**src/assert_macros.svh**
```systemverilog
// ----------------------------------------------------------------------------
// assert_macros.svh
// concurrent assertion helpers used by the rtl top
// ----------------------------------------------------------------------------
`ifndef ASSERT_MACROS_SVH
`define ASSERT_MACROS_SVH

`ifndef SYNTHESIS

// property must hold at every clock edge outside reset
`define ASSERT_HOLD(lbl, clk, rst_n, prop, msg) \
  lbl: assert property (@(posedge clk) disable iff (!rst_n) (prop)) else $error(msg);

// property must never hold at a clock edge outside reset
`define ASSERT_NEVER(lbl, clk, rst_n, prop, msg) \
  lbl: assert property (@(posedge clk) disable iff (!rst_n) !(prop)) else $error(msg);

`else

`define ASSERT_HOLD(lbl, clk, rst_n, prop, msg)

`define ASSERT_NEVER(lbl, clk, rst_n, prop, msg)

`endif

`endif

```
**src/dsp_pkg.sv**
```systemverilog
// ----------------------------------------------------------------------------
// dsp_pkg
// shared types and constants of the date string parser
// ----------------------------------------------------------------------------
package dsp_pkg;

  // accumulator and digit counter widths
  localparam int DayAccW   = 7;
  localparam int MonAccW   = 7;
  localparam int YearAccW  = 14;
  localparam int DigCntW   = 2;
  localparam int YearCntW  = 3;

  // result field widths
  localparam int DayW  = 5;
  localparam int MonW  = 4;
  localparam int YearW = 12;

  // character codes
  localparam logic [7:0] ChSpace = 8'h20;
  localparam logic [7:0] ChTab   = 8'h09;
  localparam logic [7:0] ChSlash = 8'h2F;
  localparam logic [7:0] ChDash  = 8'h2D;
  localparam logic [7:0] ChZero  = 8'h30;
  localparam logic [7:0] ChNine  = 8'h39;

  // digit count limits
  localparam logic [DigCntW-1:0]  FieldMaxDigits = 2'd2;
  localparam logic [YearCntW-1:0] YearShortDigits = 3'd2;
  localparam logic [YearCntW-1:0] YearLongDigits  = 3'd4;

  // year and range limits
  localparam logic [YearAccW-1:0] YearPivot  = 14'd80;
  localparam logic [YearAccW-1:0] Century19  = 14'd1900;
  localparam logic [YearAccW-1:0] Century20  = 14'd2000;
  localparam logic [YearAccW-1:0] YearMin    = 14'd1980;
  localparam logic [YearAccW-1:0] YearMax    = 14'd2099;
  localparam logic [MonAccW-1:0]  MonthMax   = 7'd12;
  localparam logic [DayAccW-1:0]  DayMax     = 7'd31;

  // parse phase, one-hot
  typedef enum logic [2:0] {
    PH_LEAD   = 3'b001,
    PH_FIELDS = 3'b010,
    PH_TRAIL  = 3'b100
  } phase_e;

  // field being collected
  typedef enum logic [1:0] {
    FLD_DAY   = 2'd0,
    FLD_MONTH = 2'd1,
    FLD_YEAR  = 2'd2
  } field_e;

  // parsed date word
  typedef struct packed {
    logic             date_valid;
    logic [DayW-1:0]  day;
    logic [MonW-1:0]  month;
    logic [YearW-1:0] year;
  } result_t;

endpackage

```
**src/date_string_parser_top.sv**
```systemverilog
// ----------------------------------------------------------------------------
// date_string_parser_top
// date string parser: one character word in, one date word per end marker
// ----------------------------------------------------------------------------
// path: an end marker passes the input register, then the result register,
//   before its result word shows on the output
// throughput: one word per cycle; an end marker waits in the input register
//   only while the result register holds an untaken word
// reset: clears parse state, input and output valid; payload is not reset
`include "assert_macros.svh"

module date_string_parser_top (
  input  logic        clk_i,
  input  logic        rst_ni,
  input  logic        in_valid_i,
  output logic        in_stall_o,
  input  logic [7:0]  char_code_i,
  input  logic        end_marker_i,
  output logic        out_valid_o,
  input  logic        out_stall_i,
  output logic        date_valid_o,
  output logic [dsp_pkg::DayW-1:0]  day_value_o,
  output logic [dsp_pkg::MonW-1:0]  month_value_o,
  output logic [dsp_pkg::YearW-1:0] year_value_o
);

  logic             in_vld_q;
  logic [7:0]       char_q;
  logic             end_q;
  logic             adv;
  logic             out_vld_q;
  dsp_pkg::result_t res;
  dsp_pkg::result_t out_q;

  // held word moves on unless it is an end marker blocked by a full output
  assign adv        = in_vld_q && (!end_q || !out_vld_q || !out_stall_i);
  assign in_stall_o = in_vld_q && !adv;

  // input register
  always_ff @(posedge clk_i or negedge rst_ni) begin
    if (!rst_ni) begin
      in_vld_q <= 1'b0;
    end else if (!in_stall_o) begin
      in_vld_q <= in_valid_i;
    end
  end

  always_ff @(posedge clk_i) begin
    if (in_valid_i && !in_stall_o) begin
      char_q <= char_code_i;
      end_q  <= end_marker_i;
    end
  end

  // parse state and date check
  dsp_core u_core (
    .clk_i    (clk_i),
    .rst_ni   (rst_ni),
    .step_i   (adv),
    .char_i   (char_q),
    .end_i    (end_q),
    .result_o (res)
  );

  // result register
  always_ff @(posedge clk_i or negedge rst_ni) begin
    if (!rst_ni) begin
      out_vld_q <= 1'b0;
    end else if (adv && end_q) begin
      out_vld_q <= 1'b1;
    end else if (!out_stall_i) begin
      out_vld_q <= 1'b0;
    end
  end

  always_ff @(posedge clk_i) begin
    if (adv && end_q) begin
      out_q <= res;
    end
  end

  assign out_valid_o   = out_vld_q;
  assign date_valid_o  = out_q.date_valid;
  assign day_value_o   = out_q.day;
  assign month_value_o = out_q.month;
  assign year_value_o  = out_q.year;

  // checks
  `ASSERT_HOLD(a_stall_only_end, clk_i, rst_ni, in_stall_o |-> (end_q && out_vld_q && out_stall_i), "input stalled without a blocked end marker")
  `ASSERT_HOLD(a_end_loads_out, clk_i, rst_ni, (adv && end_q) |=> out_valid_o, "end marker did not produce a result word")
  `ASSERT_HOLD(a_invalid_zero, clk_i, rst_ni, (out_valid_o && !date_valid_o) |-> (day_value_o == '0 && month_value_o == '0 && year_value_o == '0), "invalid date word not zeroed")
  `ASSERT_NEVER(a_valid_range, clk_i, rst_ni, out_valid_o && date_valid_o && (day_value_o == '0 || month_value_o == '0 || month_value_o > 4'd12 || year_value_o < 12'd1980 || year_value_o > 12'd2099), "valid date word out of range")

endmodule

```
**src/dsp_core.sv**
```systemverilog
// ----------------------------------------------------------------------------
// dsp_core
// parse state registers, per-character update and date check
// ----------------------------------------------------------------------------
module dsp_core (
  input  logic             clk_i,
  input  logic             rst_ni,
  input  logic             step_i,
  input  logic [7:0]       char_i,
  input  logic             end_i,
  output dsp_pkg::result_t result_o
);

  dsp_pkg::phase_e phase_q, phase_d;
  dsp_pkg::field_e field_q, field_d;
  logic            err_q, err_d;
  logic [dsp_pkg::DayAccW-1:0]  day_acc_q, day_acc_d;
  logic [dsp_pkg::MonAccW-1:0]  mon_acc_q, mon_acc_d;
  logic [dsp_pkg::YearAccW-1:0] year_acc_q, year_acc_d;
  logic [dsp_pkg::DigCntW-1:0]  day_cnt_q, day_cnt_d;
  logic [dsp_pkg::DigCntW-1:0]  mon_cnt_q, mon_cnt_d;
  logic [dsp_pkg::YearCntW-1:0] year_cnt_q, year_cnt_d;

  logic       is_blank;
  logic       is_digit;
  logic       is_sep;
  logic [3:0] dig;
  logic       cur_empty;

  // character classes
  assign is_blank = (char_i == dsp_pkg::ChSpace) || (char_i == dsp_pkg::ChTab);
  assign is_digit = char_i inside {[dsp_pkg::ChZero:dsp_pkg::ChNine]};
  assign is_sep   = (char_i == dsp_pkg::ChSlash) || (char_i == dsp_pkg::ChDash);
  assign dig      = char_i[3:0];

  // no digits yet in the current field
  always_comb begin
    case (field_q)
      dsp_pkg::FLD_DAY:   cur_empty = (day_cnt_q == '0);
      dsp_pkg::FLD_MONTH: cur_empty = (mon_cnt_q == '0);
      default:            cur_empty = (year_cnt_q == '0);
    endcase
  end

  // next state for one character or end marker
  always_comb begin
    phase_d    = phase_q;
    field_d    = field_q;
    err_d      = err_q;
    day_acc_d  = day_acc_q;
    mon_acc_d  = mon_acc_q;
    year_acc_d = year_acc_q;
    day_cnt_d  = day_cnt_q;
    mon_cnt_d  = mon_cnt_q;
    year_cnt_d = year_cnt_q;
    if (end_i) begin
      phase_d    = dsp_pkg::PH_LEAD;
      field_d    = dsp_pkg::FLD_DAY;
      err_d      = 1'b0;
      day_acc_d  = '0;
      mon_acc_d  = '0;
      year_acc_d = '0;
      day_cnt_d  = '0;
      mon_cnt_d  = '0;
      year_cnt_d = '0;
    end else if (!err_q) begin
      if (phase_q == dsp_pkg::PH_TRAIL) begin
        if (!is_blank) err_d = 1'b1;
      end else if (!(phase_q == dsp_pkg::PH_LEAD && is_blank)) begin
        phase_d = dsp_pkg::PH_FIELDS;
        if (is_digit) begin
          case (field_q)
            dsp_pkg::FLD_DAY: begin
              if (day_cnt_q >= dsp_pkg::FieldMaxDigits) begin
                err_d = 1'b1;
              end else begin
                day_acc_d = day_acc_q * 7'd10 + {3'b000, dig};
                day_cnt_d = day_cnt_q + 2'd1;
              end
            end
            dsp_pkg::FLD_MONTH: begin
              if (mon_cnt_q >= dsp_pkg::FieldMaxDigits) begin
                err_d = 1'b1;
              end else begin
                mon_acc_d = mon_acc_q * 7'd10 + {3'b000, dig};
                mon_cnt_d = mon_cnt_q + 2'd1;
              end
            end
            default: begin
              if (year_cnt_q >= dsp_pkg::YearLongDigits) begin
                err_d = 1'b1;
              end else begin
                year_acc_d = year_acc_q * 14'd10 + {10'b0, dig};
                year_cnt_d = year_cnt_q + 3'd1;
              end
            end
          endcase
        end else if (is_sep) begin
          case (field_q)
            dsp_pkg::FLD_DAY:   field_d = dsp_pkg::FLD_MONTH;
            dsp_pkg::FLD_MONTH: field_d = dsp_pkg::FLD_YEAR;
            default:            field_d = field_q;
          endcase
          if (cur_empty || field_q == dsp_pkg::FLD_YEAR) begin
            err_d   = 1'b1;
            field_d = field_q;
          end
        end else if (is_blank) begin
          phase_d = dsp_pkg::PH_TRAIL;
        end else begin
          err_d = 1'b1;
        end
      end
    end
  end

  // state registers
  always_ff @(posedge clk_i or negedge rst_ni) begin
    if (!rst_ni) begin
      phase_q    <= dsp_pkg::PH_LEAD;
      field_q    <= dsp_pkg::FLD_DAY;
      err_q      <= 1'b0;
      day_acc_q  <= '0;
      mon_acc_q  <= '0;
      year_acc_q <= '0;
      day_cnt_q  <= '0;
      mon_cnt_q  <= '0;
      year_cnt_q <= '0;
    end else if (step_i) begin
      phase_q    <= phase_d;
      field_q    <= field_d;
      err_q      <= err_d;
      day_acc_q  <= day_acc_d;
      mon_acc_q  <= mon_acc_d;
      year_acc_q <= year_acc_d;
      day_cnt_q  <= day_cnt_d;
      mon_cnt_q  <= mon_cnt_d;
      year_cnt_q <= year_cnt_d;
    end
  end

  logic [dsp_pkg::YearAccW-1:0] year_full;
  logic                         ok;

  // full year and range checks
  always_comb begin
    year_full = year_acc_q;
    if (year_cnt_q == dsp_pkg::YearShortDigits) begin
      year_full = (year_acc_q >= dsp_pkg::YearPivot) ? year_acc_q + dsp_pkg::Century19
                                                     : year_acc_q + dsp_pkg::Century20;
    end
    ok = !err_q && (field_q == dsp_pkg::FLD_YEAR)
         && (year_cnt_q == dsp_pkg::YearShortDigits || year_cnt_q == dsp_pkg::YearLongDigits)
         && (year_full >= dsp_pkg::YearMin) && (year_full <= dsp_pkg::YearMax)
         && (mon_acc_q != '0) && (mon_acc_q <= dsp_pkg::MonthMax)
         && (day_acc_q != '0) && (day_acc_q <= dsp_pkg::DayMax);
    result_o.date_valid = ok;
    result_o.day        = ok ? day_acc_q[dsp_pkg::DayW-1:0] : '0;
    result_o.month      = ok ? mon_acc_q[dsp_pkg::MonW-1:0] : '0;
    result_o.year       = ok ? year_full[dsp_pkg::YearW-1:0] : '0;
  end

endmodule
```
**config.mk**
```make
export PLATFORM = sky130hd
export DESIGN_NAME = date_string_parser_top
export DESIGN_NICKNAME = d
export VERILOG_FILES = /design/src/dsp_pkg.sv /design/src/date_string_parser_top.sv /design/src/dsp_core.sv
export VERILOG_INCLUDE_DIRS = /design/src /design/src/src
export SDC_FILE = /design/constraint.sdc
export NUM_CORES = 1
export LEC_CHECK = 0
export BUFFER_PORTS_ARGS = -buffer_cell sky130_fd_sc_hd__buf_2
export CAP_MARGIN = 20
export CORE_MARGIN = 1.5
export CORE_UTILIZATION = 42
export CTS_CLUSTER_DIAMETER = 40
export DETAILED_ROUTE_END_ITERATION = 8
export HOLD_SLACK_MARGIN = 0.05
export RECOVER_POWER = 50
export SLEW_MARGIN = 15
export SYNTH_ARGS = -nofsm -noshare
export SYNTH_HDL_FRONTEND = slang
export SYNTH_SLANG_ARGS = --single-unit
```
**constraint.sdc**
```tcl
create_clock -name clk_i -period 3.3 [get_ports clk_i]
set_clock_uncertainty 0.15 [all_clocks]
set_input_delay 0.165 -clock clk_i [delete_from_list [all_inputs] [get_ports clk_i]]
set_output_delay 0.165 -clock clk_i [all_outputs]
set_load 0.1 [all_outputs]
```
==> flow_metrics.py, run 1 <==
metrics = {
    "yosys": {
        "async_reset_ff_frac": 0.581,
        "synth_cell_types": 74,
        "synth.most_common_cell": "nand2_1",
        "ys_seq_elements": 74,
        "synth_top_area_share": 0.207,
        "ys_top_cells_by_count": "nand2_1 (56), ha_1 (48), dfrtp_1 (42)",
        "synth_edf_count": 31,
        "syn_nets": 569,
        "synthCells": 502,
        "synthesis.area_um2": 5070,
        "synthTopCellsByArea": "dfrtp_1 (21%), edfxtp_1 (18%), ha_1 (12%)",
        "synth-seq-area-share": 0.396,
        "yosysWarnings": 0,
        "syn_avg_cell_area_um2": 10.1,
        "yosysTopAreaCell": "dfrtp_1",
        "ys.flop_type": "dfrtp_1",
    },
    "clock_tree": {
        "cts_tree": "done",
        "clock_path_buffers": 2,
        "cts_buffers": 9,
        "clk_pin_slew_ps": 60,
        "htreeDepth": 3,
        "clock-sinks": 74,
        "clk_latency_ps": 340,
        "ctsRootBufferMaster": "clkbuf_16",
    },
    "cells_and_area": {
        "n_fill_cell": 1085,
        "final_util": 0.507,
        "fin_nets": 626,
        "fin_area_um2": 5890,
        "final_layout_size_suffix_gt1_frac": 0.126,
        "area_growth_pct": 16.2,
        "antenna_cells": 0,
    },
    "detailed_routing": {
        "wirelength_um": 10700,
        "via_per_inst": 5.47,
        "drtPass1Iterations": 4,
        "wl_per_cell_um": 15.2,
        "route.detailed.drc": 0,
        "first_iter_violations": 152,
        "vias": 3865,
        "antenna_left": 0,
    },
    "worst_setup_path": {
        "startpoint": "u_core.year_acc_q[2]",
        "endpoint": "year_value_o[0]",
        "reg2reg_to": "year_value_o[0]",
        "crit_required_ps": 3240,
        "worstReg2RegStart": "u_core.year_acc_q[2]",
        "path_class": "register to register",
        "critPathMaxFanout": 12,
        "rrSetupSlack_ps": 170,
        "start_kind": "register",
        "critPathCaptureType": "register",
        "critPathArrivalTime_ps": 3070,
        "reg2reg_depth": 11,
    },
    "place": {
        "place_ws_ps": 119,
        "place_area_um2": 5440,
        "hpwl_um": 7890,
        "portBuffers": 36,
        "gp_congestion": 0.888,
    },
    "grt": {
        "grt_pass1_vias": 3827,
        "grtUsageTotal": 0.179,
        "grt_max_degree": 44,
        "grt-ovfl-total": 0,
        "grt_antenna_before_repair": 0,
        "grt_pass1_wl_um": 18000,
    },
    "job": {
        "cap_viol_max_count": 1,
    },
    "hold_path": {
        "hold_class": "input port to async pin",
    },
    "timing": {
        "rsz0062_at_grt": "false",
        "setup_viol": 0,
        "hold_violations": 0,
        "tightest_slew_ps": 1930,
        "setup_tns_ps": 0,
        "slew_headroom": -0.289,
        "fmax_ghz": 0.320,
        "post-route-period-util": 0.948,
        "period_needed_ps": 3130,
        "maxSlewViolCount": 36,
        "setup_ws_ps": 173,
    },
    "pwr": {
        "p_switching_mw": 2.00,
        "power_frac_clock": 0.210,
        "total_power_mw": 4.84,
        "leakage_nw": 2.48,
        "peakVddDrop_mv": 0.338,
        "powerDensity_nw_per_um2": 822,
        "sw_frac_of_total": 0.414,
        "combPwrFrac": 0.491,
        "internal-power_mw": 2.84,
        "seq_power_share": 0.298,
    },
    "floorplan": {
        "coreArea_um2": 11600,
        "die_area_um2": 12700,
        "ios": 37,
        "start_util": 0.436,
        "core.rowCount": 39,
        "die_w_um": 113,
        "die_h_um": 113,
    },
    "status": {
        "violations": "capacitance limit, slew limit",
        "status": "finished with violations",
    },
}
stage by stage:
stage,hold WS (ps),std cells
global route,228,707
detailed placement,193,675
finish,154,707
floorplan,-281,502
global placement,192,675
CTS,357,704
placed cells by master (no fill, tap or decap), drive strengths merged, types with 3 or more instances in the layout:
| cell type | instances |
|---|---|
| nand2 | 57 |
| nor4 | 5 |
| buf | 27 |
| xor2 | 9 |
| nand3 | 11 |
| nor2b | 5 |
| and2 | 15 |
| nand2b | 12 |
| clkbuf | 37 |
| a211oi | 3 |
| a21o | 11 |
| xnor2 | 28 |
| or4 | 6 |
| o21bai | 4 |
| o211ai | 8 |
| nor3 | 9 |
| o31ai | 16 |
| nor3b | 8 |
| inv | 25 |
| dlygate4sd3 | 13 |
| nand4 | 4 |
| a21oi | 22 |
| edfxtp | 31 |
| nor2 | 18 |
| mux2 | 3 |
| ha | 48 |
| o21ai | 32 |
| dfrtp | 42 |
| mux2i | 4 |
| fa | 6 |
| and3 | 4 |
how the worst min path moves through the flow:
| stage | start | end | slack (ps) |
|---|---|---|---|
| after floorplan | rst_ni | in_vld_q | -280 |
| after global placement | end_marker_i | end_q | 190 |
| after detailed placement | char_code_i[6] | char_q[6] | 190 |
| after CTS | u_core.phase_q[0] | u_core.phase_q[0] | 360 |
| after global routing | rst_ni | u_core.day_cnt_q[0] | 230 |
| final | rst_ni | u_core.day_cnt_q[1] | 150 |
logic make-up (layout without fill, tap and decap cells):
kind of cell             after synthesis  in the layout  synth area share
AO/OA/AOI/OAI                        119            119             0.160
XOR/XNOR                              37             37            0.0639
adder cells (fa/ha/maj)               54             54             0.142
buffers and inverters                 44            106            0.0363
flip-flops                            74             74             0.396
multiplexers                           7              7            0.0146
AND/OR/NAND/NOR                      167            167             0.187
metal layers:
| layer | routed length, um | track usage | share of wire |
|---|---|---|---|
| met5 | 0 | 0 | 0 |
| met3 | 343 | 0.0423 | 0.032 |
| met1 | 5010 | 0.221 | 0.47 |
| met4 | 131 | 0.0492 | 0.012 |
| met2 | 5250 | 0.314 | 0.49 |
worst max-delay path, cell delays in order (launching register included):
cell,delay (ps)
dfrtp_1,420
inv_1,150
ha_1,190
nor4bb_2,310
o21ai_0,200
a21oi_2,330
nor3_1,70
or4_1,550
nand4_2,130
a21oi_4,80
buf_12,150
and2_1,150
state kept, by name, indices dropped and copies added, names as in the netlist, 2 cells and up:
signal / flops
u_core.day_cnt_q: 2
month_value_o: 4
u_core.mon_acc_q: 7
u_core.field_q: 2
u_core.day_acc_q: 7
year_value_o: 12
u_core.mon_cnt_q: 2
u_core.year_cnt_q: 3
char_q: 8
u_core.year_acc_q: 14
day_value_o: 5
u_core.phase_q: 3
timing repair:
item | CTS | global route
setup buffers | 0 | 2
hold endpoints to repair | 53 | 0
hold buffers | 13 | 0
endpoints found under the setup margin | 0 | 17
gates resized for setup | 0 | 3
power by group through the flow:
stage / clock network, mW / registers (mW) / logic (mW)
2_1_floorplan: 0 / 1.45 / 1.80
3_3_place_gp: 0 / 1.46 / 2.28
3_5_place_dp: 0 / 1.46 / 2.33
4_1_cts: 1.03 / 1.44 / 2.36
5_1_grt: 1.07 / 1.48 / 2.67
6_report: 1.02 / 1.44 / 2.38
layout make-up:
| class | count | area, um2 | share of cell area |
|---|---|---|---|
| inverters | 25 | 93.8 | 0.0159 |
| multi-input cells | 384 | 2890 | 0.491 |
| repair buffers | 65 | 409 | 0.0695 |
| flip-flops and latches | 74 | 2010 | 0.341 |
| well taps | 143 | 179 | 0.0304 |
| clock inverters | 4 | 68.8 | 0.0117 |
| clock buffers | 12 | 236 | 0.0402 |
(Power assumes the default switching activity.)
==> run 2, diff against run 1 <==
Settings changed: ABC_AREA set to 1.
==> flow_metrics.py, run 2 <==
metrics = {
    "clock_tree": {
        "cts_tree": "done",
        "post_cts_buffers": 0,
        "clock_path_buffers": 2,
        "cts_buffers": 9,
        "clk_latency_ps": 340,
        "clock-sinks": 74,
        "htreeDepth": 3,
        "clk_pin_slew_ps": 60,
        "ctsRootBufferMaster": "clkbuf_16",
    },
    "worst_setup_path": {
        "critPathArrivalTime_ps": 3120,
        "start_kind": "register",
        "critPathSlowestCell": "dfrtp_1",
        "reg2reg_to": "u_core.year_acc_q[13]",
        "worstReg2RegStart": "u_core.year_acc_q[1]",
        "crit_required_ps": 3410,
        "reg2reg_depth": 13,
        "critPathCaptureType": "register",
        "slowest_delay_ps": 450,
        "critPathMaxFanout": 5,
        "path_class": "register to register",
        "crit_chain": "ha_1, ha_1, inv_1, fa_1, xnor2_1, nand3b_1, nor2_1, nand3_1, nor2_1, nand3_1, nand2_1, nand2_1, o21ai_1",
        "rrSetupSlack_ps": 290,
    },
    "yosys": {
        "synth.area.mux_share": 0,
        "synthTopCellsByArea": "dfrtp_1 (21%), edfxtp_1 (18%), ha_1 (12%)",
        "synthCells": 610,
        "yosysTopAreaCell": "dfrtp_1",
        "ys_top_cells_by_count": "nand2_1 (135), inv_1 (74), ha_1 (48)",
        "async_reset_ff_frac": 0.581,
        "synth-adder-area-share": 0.141,
        "synth-simple-area-share": 0.260,
        "synthesis.area_um2": 5110,
        "ys_seq_elements": 74,
        "synth.most_common_cell": "nand2_1",
        "yosysWarnings": 0,
        "synth-seq-area-share": 0.393,
        "ys.flop_type": "dfrtp_1",
        "syn_nets": 677,
        "synth_xor_xnor_area_share": 0.0463,
        "synth_cell_types": 41,
        "synth_edf_count": 31,
        "synth_top_area_share": 0.206,
        "synth_top_family_by_area": "simple AND/OR/NAND/NOR gates",
        "synth_compound_area_frac": 0.0882,
        "syn_avg_cell_area_um2": 8.37,
    },
    "hold_path": {
        "hold_class": "input port to async pin",
    },
    "place": {
        "gp_congestion": 0.841,
        "place_ws_ps": 320,
        "hpwl_um": 8160,
        "portBuffers": 36,
        "placed_cells": 786,
    },
    "floorplan": {
        "die_h_um": 113,
        "core.rowCount": 40,
        "die_w_um": 113,
        "ios": 37,
        "coreArea_um2": 11900,
        "die_area_um2": 12800,
        "start_util": 0.429,
    },
    "cells_and_area": {
        "n_fill_cell": 1155,
        "area_growth_pct": 14.7,
        "final_util": 0.491,
        "largest_register_ffs": 14,
        "antenna_cells": 0,
        "fin_nets": 731,
        "regMostFlops": "u_core.year_acc_q",
        "layout.cells.non_filler": 816,
        "final_layout_size_suffix_gt1_frac": 0.111,
        "final_common_cell": "nand2_1",
        "mostFrequentLayoutCells": "nand2_1 (135), inv_1 (74), ha_1 (48), nand3_1 (47)",
    },
    "grt": {
        "grtUsageTotal": 0.179,
        "grt_antenna_before_repair": 0,
        "grt_pass1_wl_um": 18300,
        "grt_pass1_vias": 3923,
        "grt-ovfl-total": 0,
        "grt_max_degree": 44,
    },
    "pwr": {
        "internal-power_mw": 2.70,
        "powerDensity_nw_per_um2": 813,
        "peakVddDrop_mv": 0.271,
        "leakage_nw": 2.73,
        "power_frac_clock": 0.221,
        "seq_power_share": 0.293,
        "p_switching_mw": 2.06,
        "sw_frac_of_total": 0.433,
        "combPwrFrac": 0.486,
    },
    "detailed_routing": {
        "drtPass1Iterations": 5,
        "wirelength_um": 10700,
        "antenna_left": 0,
        "via_per_inst": 5.04,
        "wl_per_cell_um": 13.2,
        "first_iter_violations": 321,
        "vias": 4113,
        "route.detailed.drc": 0,
    },
    "timing": {
        "slew_headroom": -0.00362,
        "setup_viol": 0,
        "setup_ws_ps": 292,
        "tightest_slew_ps": 1510,
        "rsz0062_at_grt": "false",
        "setup_tns_ps": 0,
        "whs_ps": 309,
        "period_needed_ps": 3010,
        "fmax_ghz": 0.332,
        "post-route-period-util": 0.912,
        "maxSlewViolCount": 28,
        "hold_violations": 0,
    },
    "status": {
        "violations": "capacitance limit, slew limit",
        "status": "finished with violations",
    },
    "job": {
        "cap_viol_max_count": 1,
    },
}
==> run 2: changes by cell type in the layout (fill, tap and decap cells not counted), moves of 12 or more <==
cell      previous run  this run
inv_1               25        74
nand2_1             56       135
nand2b_1            12         0
nand3_1             10        47
buf_4               14         2
nor2_1              17        42
nor2_2               1        21
xnor2_1             27        14
==> run 2: routing by layer <==
layer  global-route usage  part of all wire
met5                    0                 0
met4               0.0775             0.018
met3               0.0327             0.037
met2                0.288              0.45
met1                0.237              0.50
==> run 2: area by class of cell <==
| class | instances | area [um2] | share of cell area |
|---|---|---|---|
| clock inverters | 5 | 77.6 | 0.0133 |
| clock buffers | 11 | 243 | 0.0415 |
| inverters | 82 | 308 | 0.0526 |
| well taps | 147 | 184 | 0.0314 |
| repair buffers | 52 | 299 | 0.0511 |
| multi-input cells | 445 | 2740 | 0.467 |
| flip-flops and latches | 74 | 2010 | 0.343 |
==> run 2: how the worst max path moves through the flow <==
stage	from	to	slack, ps	cells past startpoint
6_report	u_core.year_acc_q[1]	u_core.year_acc_q[13]	290	13
5_1_grt	u_core.year_acc_q[1]	u_core.year_acc_q[12]	60	13
4_1_cts	u_core.year_acc_q[1]	u_core.year_acc_q[13]	300	13
3_5_place_dp	u_core.year_acc_q[1]	u_core.year_acc_q[13]	320	13
3_3_place_gp	u_core.year_acc_q[1]	u_core.year_acc_q[12]	440	13
2_1_floorplan	u_core.year_acc_q[1]	u_core.year_acc_q[12]	610	13
==> run 2: power groups by stage <==
stage          sequential (mW)  clock (mW)  combinational (mW)
2_1_floorplan             1.41           0                1.84
3_3_place_gp              1.40           0                2.25
3_5_place_dp              1.41           0                2.31
4_1_cts                   1.39        1.08                2.34
5_1_grt                   1.43        1.12                2.67
6_report                  1.39        1.05                2.31
==> run 2: repair_timing <==
action | CTS | global route
hold buffers | 13 | 0
endpoints found under the hold margin | 53 | 0
endpoints found under the setup margin | 0 | 0
resized for setup | 0 | 0
==> run 2: cell families after synthesis <==
group,count (synthesis)
and+or+nand+nor,285
buffers and inverters,91
AOI/OAI and AO/OA,79
DFF,74
adders and majority gates,54
xor gates and xnor gates,27
==> run 2: critical path, delay by kind of cell (launching register included) <==
family / cells / cell delay, ps
adder cells (fa/ha/maj): 3 / 950
AND/OR/NAND/NOR: 7 / 910
buffers and inverters: 1 / 70
AO/OA/AOI/OAI: 1 / 130
flip-flops: 1 / 450
XOR/XNOR: 1 / 280
==> run 2: per-stage QoR <==
step                area (um2)  total power, mW
finish                    5850             4.76
global route              5850             5.21
CTS                       5880             4.81
detailed placement        5430             3.72
global placement          5430             3.66
floorplan                 5110             3.25
